--- config.mk ---
export PLATFORM = sky130hd
export DESIGN_NAME = hwd_front
export DESIGN_NICKNAME = d
export VERILOG_FILES = /design/src/rtl/core/hwd_pkg.sv /design/src/rtl/core/hwd_front.sv
export SDC_FILE = /design/constraint.sdc
export NUM_CORES = 1
export LEC_CHECK = 0
export BUFFER_PORTS_ARGS = -buffer_cell sky130_fd_sc_hd__buf_2
export CAP_MARGIN = 0
export CORE_MARGIN = 10
export CORE_UTILIZATION = 29
export DETAILED_ROUTE_END_ITERATION = 7
export SLEW_MARGIN = 40
export SYNTH_ARGS = -nofsm -noshare
export SYNTH_HDL_FRONTEND = slang
export SYNTH_SLANG_ARGS = --single-unit
--- constraint.sdc ---
create_clock -name clock -period 16.7 [get_ports clock]
set_input_delay 1.67 -clock clock [delete_from_list [all_inputs] [get_ports clock]]
set_output_delay 1.67 -clock clock [all_outputs]
set_load 0.02 [all_outputs]
--- src/rtl/core/hwd_pkg.sv ---
`default_nettype none

package hwd_pkg;

   // Field widths of the word formats
   localparam int IDX_W      = 9;
   localparam int SYM_W      = 8;
   localparam int CNT_W      = 32;
   localparam int BYTE_W     = 8;
   localparam int BIT_CNT_W  = 4;

   // Request opcodes
   localparam logic [1:0] OP_LOAD   = 2'd0;
   localparam logic [1:0] OP_START  = 2'd1;
   localparam logic [1:0] OP_DECODE = 2'd2;

   // Classified command kinds handed from front to back
   typedef enum logic [1:0] {
      CMD_LOAD,
      CMD_START,
      CMD_DECODE
   } cmd_kind_type;

   // One entry of the code tree table
   typedef struct packed {
      logic [IDX_W-1:0] left;
      logic [IDX_W-1:0] right;
      logic             leaf;
      logic [SYM_W-1:0] sym;
   } node_type;

   // Command word held in the queue between front and back
   typedef struct packed {
      cmd_kind_type      kind;
      logic [IDX_W-1:0]  index;
      node_type          node;
      logic [CNT_W-1:0]  total;
      logic [BYTE_W-1:0] code;
   } cmd_type;

endpackage

`default_nettype wire

--- src/rtl/core/hwd_front.sv ---
`default_nettype none

module hwd_front
   import hwd_pkg::*;
#(
   parameter int NODE_COUNT = 512
) (
   input  wire logic              clock,
   input  wire logic              reset,
   input  wire logic              req_valid,
   output logic                   req_ready,
   input  wire logic [1:0]        req_opcode,
   input  wire logic [IDX_W-1:0]  req_node_index,
   input  wire logic [IDX_W-1:0]  req_node_left,
   input  wire logic [IDX_W-1:0]  req_node_right,
   input  wire logic              req_node_is_leaf,
   input  wire logic [SYM_W-1:0]  req_node_symbol,
   input  wire logic [CNT_W-1:0]  req_symbol_total,
   input  wire logic [BYTE_W-1:0] req_code_byte,
   output logic                   cmd_valid,
   output cmd_type                cmd,
   input  wire logic              cmd_ready
);

   cmd_type     entry_ff [2];
   cmd_type     cls;
   logic        keep;
   logic        push;
   logic        pop;
   logic [31:0] idx_ext;
   logic [1:0]  count_ff, count_in;
   logic        wr_ptr_ff, wr_ptr_in;
   logic        rd_ptr_ff, rd_ptr_in;

   assign idx_ext = 32'(req_node_index);

   // Classify the request word; unused opcodes and out-of-table loads are dropped
   always_comb begin
      cls.index      = req_node_index;
      cls.node.left  = req_node_left;
      cls.node.right = req_node_right;
      cls.node.leaf  = req_node_is_leaf;
      cls.node.sym   = req_node_symbol;
      cls.total      = req_symbol_total;
      cls.code       = req_code_byte;
      cls.kind       = CMD_DECODE;
      keep           = 1'b0;
      unique case (req_opcode)
         OP_LOAD: begin
            cls.kind = CMD_LOAD;
            keep     = idx_ext < 32'(NODE_COUNT);
         end
         OP_START: begin
            cls.kind = CMD_START;
            keep     = 1'b1;
         end
         OP_DECODE: begin
            cls.kind = CMD_DECODE;
            keep     = 1'b1;
         end
         default: begin
            keep = 1'b0;
         end
      endcase
   end

   // Two-entry command queue
   assign req_ready = count_ff != 2'd2;
   assign push      = req_valid && req_ready && keep;
   assign cmd_valid = count_ff != 2'd0;
   assign cmd       = entry_ff[rd_ptr_ff];
   assign pop       = cmd_valid && cmd_ready;

   assign count_in  = count_ff + 2'(push) - 2'(pop);
   assign wr_ptr_in = push ? !wr_ptr_ff : wr_ptr_ff;
   assign rd_ptr_in = pop ? !rd_ptr_ff : rd_ptr_ff;

   always_ff @(posedge clock) begin
      if (push) begin
         entry_ff[wr_ptr_ff] <= cls;
      end
   end

   always_ff @(posedge clock) begin
      if (reset) begin
         count_ff  <= 2'd0;
         wr_ptr_ff <= 1'b0;
         rd_ptr_ff <= 1'b0;
      end else begin
         count_ff  <= count_in;
         wr_ptr_ff <= wr_ptr_in;
         rd_ptr_ff <= rd_ptr_in;
      end
   end

endmodule

`default_nettype wire

==> flow_summary.json, run 1 <==
{
  "rsz0062_at_grt": "false",
  "antenna_found_initial": 1,
  "grt_max_degree": 79,
  "synth.most_common_cell": "edfxtp_1",
  "cp_slowest_stage_delay_ns": 0.60,
  "ir_drop_v": 0.00006563,
  "drt_first_pass_iters": 4,
  "rows": 52,
  "synth_area_per_cell_um2": 21.87,
  "synthArstFlopShare": 0,
  "grt_pass1_vias": 3570,
  "syn_inst": 273,
  "ys_ff_latch": 161,
  "sw_frac_of_total": 0.2738,
  "ff2ff_path_depth": 4,
  "clkTransAtPathRegs_ns": 0.06,
  "crit_buf_inv": 2,
  "critical_path.top_delay_family": "buffers and inverters",
  "clock.fmax_ghz": 0.2741,
  "worstSkewPairLatency_ns": 0.41,
  "synth-seq-area-share": 0.8013,
  "synth_fp_nets": 356,
  "arrival_ns": 1.98,
  "cts_setup_buffers": 0,
  "grt_pass1_wl_mm": 18.67,
  "start_util": 0.2951,
  "synth_edf_count": 156,
  "leakagePower_nw": 2.886,
  "status": "finished, final reports clean",
  "die_y_um": 163.5,
  "cts_sinks": 161,
  "place.gp.congestion": 0.7058,
  "ctsResizeCount": 0,
  "r2r_slack_ns": 14.55,
  "ant_nets": 0,
  "cts_tree": "done",
  "hold_path.class": "reg -> reg",
  "synth_top_cell_by_area": "edfxtp_1",
  "combPwrFrac": 0.248,
  "crit_fanout": 78,
  "post-place-cells": 699,
  "avgViaCountPerCell": 4.213,
  "cp_slowest_cell": "clkbuf_8",
  "ios": 162,
  "nFillCells": 1882,
  "multiInputGateArea_um2": 1111,
  "ys_types": 28,
  "end_kind": "primary output",
  "synth_common_cells": "156 x edfxtp_1, 58 x mux2_2, 20 x mux2_4",
  "n_antenna_cell": 0,
  "p_sw_w": 0.0003382,
  "drc_errors": 0,
  "skew_ns": 0.006402,
  "tns_ns": 0,
  "htree_levels": 4,
  "crit_end": "cmd[45]",
  "core_area_um2": 20230,
  "clock-root-buffer": "clkbuf_16",
  "rr_endpoint": "entry_ff[0][73]",
  "wl_per_cell_um": 16.86,
  "wirelength_mm": 12.29,
  "syn_to_final_growth_pct": 30.13,
  "ff_latch_area_um2": 4788,
  "fin_util": 0.3840,
  "fin_cells": 729,
  "synth_top_area_frac": 0.7846,
  "ys_warn_count": 0,
  "power.density_nw_per_um2": 159.0,
  "drv_slew": 0,
  "dp_hpwl_mm": 8.448,
  "max_slew_margin": 0.5064,
  "drtIter0Drc": 121,
  "path_class": "reg -> out",
  "finalHoldViolations": 0,
  "syn_area_um2": 5971,
  "cts_buffers": 17,
  "fin_crit_ns": 3.648,
  "clkPwrFrac": 0.344,
  "drv_cap": 0,
  "worstReg2RegStart": "count_ff[1]",
  "fin_nets": 531,
  "start_kind": "flip-flop",
  "clk_path_buf_depth": 2,
  "finalCritPeriodShare": 0.2185,
  "crit_required_ns": 15.03,
  "seqPwrFrac": 0.407,
  "drive_gt1_frac": 0.6057,
  "setup_viol": 0,
  "crit_cells": 3,
  "vias": 3071,
  "die-area_um2": 26730,
  "synthFlopType": "edfxtp_1",
  "numPortBuffers": 161,
  "path_cells": "clkbuf_8 > mux2_2 > buf_2",
  "hold_buffers": 0,
  "grt-ovfl-total": 0,
  "hp-start": "rd_ptr_ff",
  "tightest_slew_ns": 0.7404,
  "grt_usage": 0.09056,
  "internal_power_w": 0.0008970,
  "chipWidth_um": 163.5,
  "synth_area_leaders": "edfxtp_1 78%, mux2_2 11%, mux2_4 5.0%, dfxtp_1 1.7%, buf_6 0.75%"
}
## cell families after synthesis
kind of cell | share of synthesized area
XOR/XNOR | 0.002934
buffers and inverters | 0.01425
adder cells (fa/ha/maj) | 0.002095
AND/OR/NAND/NOR | 0.009851
flip-flops | 0.8013
multiplexers | 0.1597
AO/OA/AOI/OAI | 0.009850
## worst min-delay path by stage
stage          depth (start not counted)         to
3_5_place_dp                           2  flip-flop
3_3_place_gp                           2  flip-flop
5_1_grt                                2  rd_ptr_ff
2_1_floorplan                          2  flip-flop
6_report                               2  flip-flop
4_1_cts                                2  flip-flop
## layer usage
metal | routed length, um | vias up | GRT usage
met4 | 109 | 0 | 0.03290
met1 | 4900 | 1527 | 0.09500
met3 | 1154 | 5 | 0.04807
met5 | 0 | - | 0
li1 | - | 1425 | -
met2 | 6123 | 114 | 0.1516
## metrics by stage
step	setup slack (ns)	area (um2)	power (W)	hold slack, ns
floorplan	8.768	5971	0.0007331	0.4810
global placement	13.07	7077	0.0008184	0.4993
detailed placement	13.03	7121	0.0008253	0.5101
CTS	12.96	7767	0.001257	0.5308
global route	12.93	7770	0.001296	0.5960
finish	13.05	7770	0.001235	0.5222
## power by group through the flow
stage	registers (W)	clock network [W]	logic, W
6_report	0.000503	0.000425	0.000307
5_1_grt	0.000506	0.000456	0.000333
3_5_place_dp	0.000512	0	0.000313
2_1_floorplan	0.000515	0	0.000218
4_1_cts	0.000504	0.000439	0.000314
3_3_place_gp	0.000510	0	0.000309
## registers in the layout (all words and copies together), names as in the netlist, named ones only
signal / flops
entry_ff: 156
count_ff: 2
rd_ptr_ff: 1
wr_ptr_ff: 1
## worst min-delay path, cell delays in order, from the launching register on
cell	delay, ns
dfxtp_1	0.32
xnor2_1	0.09
nor2_1	0.08
## area by class of cell
cell class	instances	share of cell area
inverter	3	0.001449
sequential	161	0.6163
timing repair buffer	166	0.1126
clock buffer	20	0.05620
tap	270	0.04348
multi-input combinational	99	0.1430
clock inverter	10	0.02705
## placed cells by master, fill, tap and decap left out, types with 2 or more instances in the layout
master     count
inv_1          3
nor2_1         2
buf_4          2
clkbuf_1       3
mux2_2        58
bufinv_16      6
dfxtp_1        4
clkbuf_16     17
edfxtp_1     156
mux2_4        20
clkinv_4       2
buf_2        161
buf_12         2
Power figures use the tool's default switching activity.
==> run 2: changes to the inputs <==
==> constraint.sdc (replaced) <==
create_clock -name clock -period 3.8 [get_ports clock]
set_input_delay 0.38 -clock clock [delete_from_list [all_inputs] [get_ports clock]]
set_output_delay 0.38 -clock clock [all_outputs]
set_load 0.02 [all_outputs]
==> run 2 against run 1 <==
Largest cell class unchanged. Critical path depth did not move. Register-to-register slack worse by 12 ns. Largest power group unchanged. Core utilization down 0.099 points. Sequential share of layout area is 0.16 points higher. Die area stayed put. Combinational power rose to 4.3 times the previous value. Setup slack got worse by 12 ns.
==> flow_summary.json, run 2 (same netlist as run 1, synthesis figures left out) <==
{
  "status": "finished, final reports clean",
  "grt_pass1_wl_mm": 19.11,
  "leakagePower_nw": 2.870,
  "crit_required_ns": 3.42,
  "r2r_slack_ns": 2.18,
  "grt_usage": 0.09228,
  "worstHoldEndpoint": "entry_ff[0][74]",
  "ir_drop_v": 0.0002828,
  "ctsResizeCount": 0,
  "cts_setup_buffers": 0,
  "reg_top3": "entry_ff: 156 flops, count_ff: 2 flops",
  "cts_tree": "done",
  "fin_crit_ns": 2.419,
  "drive_gt1_frac": 0.6082,
  "chipWidth_um": 163.5,
  "hold_path.class": "in -> reg",
  "skew_ns": 0.006875,
  "grt_max_degree": 43,
  "mostFrequentLayoutCells": "161 x buf_2, 156 x edfxtp_1, 58 x mux2_2, 20 x mux2_4, 17 x clkbuf_16",
  "clock.fmax_ghz": 0.4133,
  "drt_first_pass_iters": 4,
  "core_area_um2": 20230,
  "fin_nets": 532,
  "crit_fanout": 29,
  "tightest_slew_ns": 0.6068,
  "syn_to_final_growth_pct": 29.80,
  "ios": 162,
  "n_antenna_cell": 0,
  "largest_reg_flops": 156,
  "drtIter0Drc": 118,
  "finalWorstSetupSlack_ns": 1.381,
  "wl_per_cell_um": 17.01,
  "start_util": 0.2951,
  "rsz0062_at_grt": "false",
  "dp_hpwl_mm": 8.805,
  "clkTransAtPathRegs_ns": 0.06,
  "htree_levels": 4,
  "drv_cap": 0,
  "avgViaCountPerCell": 4.206,
  "setup_viol": 0,
  "start_kind": "flip-flop",
  "clk_path_buf_depth": 2,
  "wirelength_mm": 12.45,
  "finalHoldViolations": 0,
  "hp-start": "req_node_index[7]",
  "tns_ns": 0,
  "hold_buffers": 0,
  "drc_errors": 0,
  "path_class": "reg -> out",
  "ff2ff_path_depth": 3,
  "worstReg2RegStart": "count_ff[1]",
  "ant_nets": 0,
  "fin_util": 0.3830,
  "arrival_ns": 2.04,
  "rows": 52,
  "drv_slew": 0,
  "end_kind": "primary output",
  "worstSkewPairLatency_ns": 0.41,
  "rr_endpoint": "entry_ff[0][25]",
  "layout.cells.most_common": "buf_2",
  "antenna_found_initial": 1,
  "die_y_um": 163.5,
  "top_register": "entry_ff",
  "vias": 3079,
  "dp_slack_ns": 1.762,
  "grt-ovfl-total": 0,
  "finalCritPeriodShare": 0.6367,
  "cts_sinks": 161,
  "power.density_nw_per_um2": 686.8,
  "max_slew_margin": 0.5954,
  "numPortBuffers": 161,
  "whs_path_depth": 1,
  "place.gp.congestion": 0.7321,
  "clock-root-buffer": "clkbuf_16",
  "die-area_um2": 26730,
  "cts_buffers": 17,
  "grt_pass1_vias": 3467,
  "holdWs_ns": 0.1556
}
## run 2: worst max path at each step
stage          cells after the start  slack, ns              end
4_1_cts                            3       1.30          cmd[41]
5_1_grt                            3       1.24          cmd[41]
6_report                           3       1.38          cmd[41]
2_1_floorplan                      3       0.71   entry_ff[1][0]
3_5_place_dp                       3       1.76          cmd[41]
3_3_place_gp                       3       1.59  entry_ff[1][43]
## run 2: cell type report
type,instances,area (um2)
clock inverters,14,190.2
inverters,3,11.26
flip-flops and latches,161,4788
clock buffers,18,429.2
well taps,270,337.8
repair buffers,167,875.8
multi-input cells,99,1117
fillers,1866,12480
## run 2: layer usage
| layer | vias to the layer above | wire length (um) | global-route usage |
|---|---|---|---|
| met5 | - | 12 | 0 |
| met4 | 2 | 113 | 0.02803 |
| met3 | 9 | 1223 | 0.04984 |
| met2 | 113 | 6175 | 0.1544 |
| met1 | 1525 | 4929 | 0.09850 |
| li1 | 1430 | - | - |
## run 2: where the power goes
part,switching (W),internal [W]
logic,0.000769,0.000548
clock network,0.000664,0.00110
registers,0.0000789,0.00217
total,0.00151,0.00381
## run 2: critical path: stages (launching register included)
cell     delay, ns
dfxtp_4       0.56
buf_4         0.48
mux2_2        0.41
buf_2         0.17
## run 2: stage by stage
step / cell area, um2 / power [W] / instances
after floorplan: 5982 / 0.003208 / 273
after global placement: 7091 / 0.003600 / 698
after detailed placement: 7131 / 0.003636 / 700
after CTS: 7750 / 0.005420 / 732
after global routing: 7750 / 0.005586 / 732
final: 7750 / 0.005323 / 732
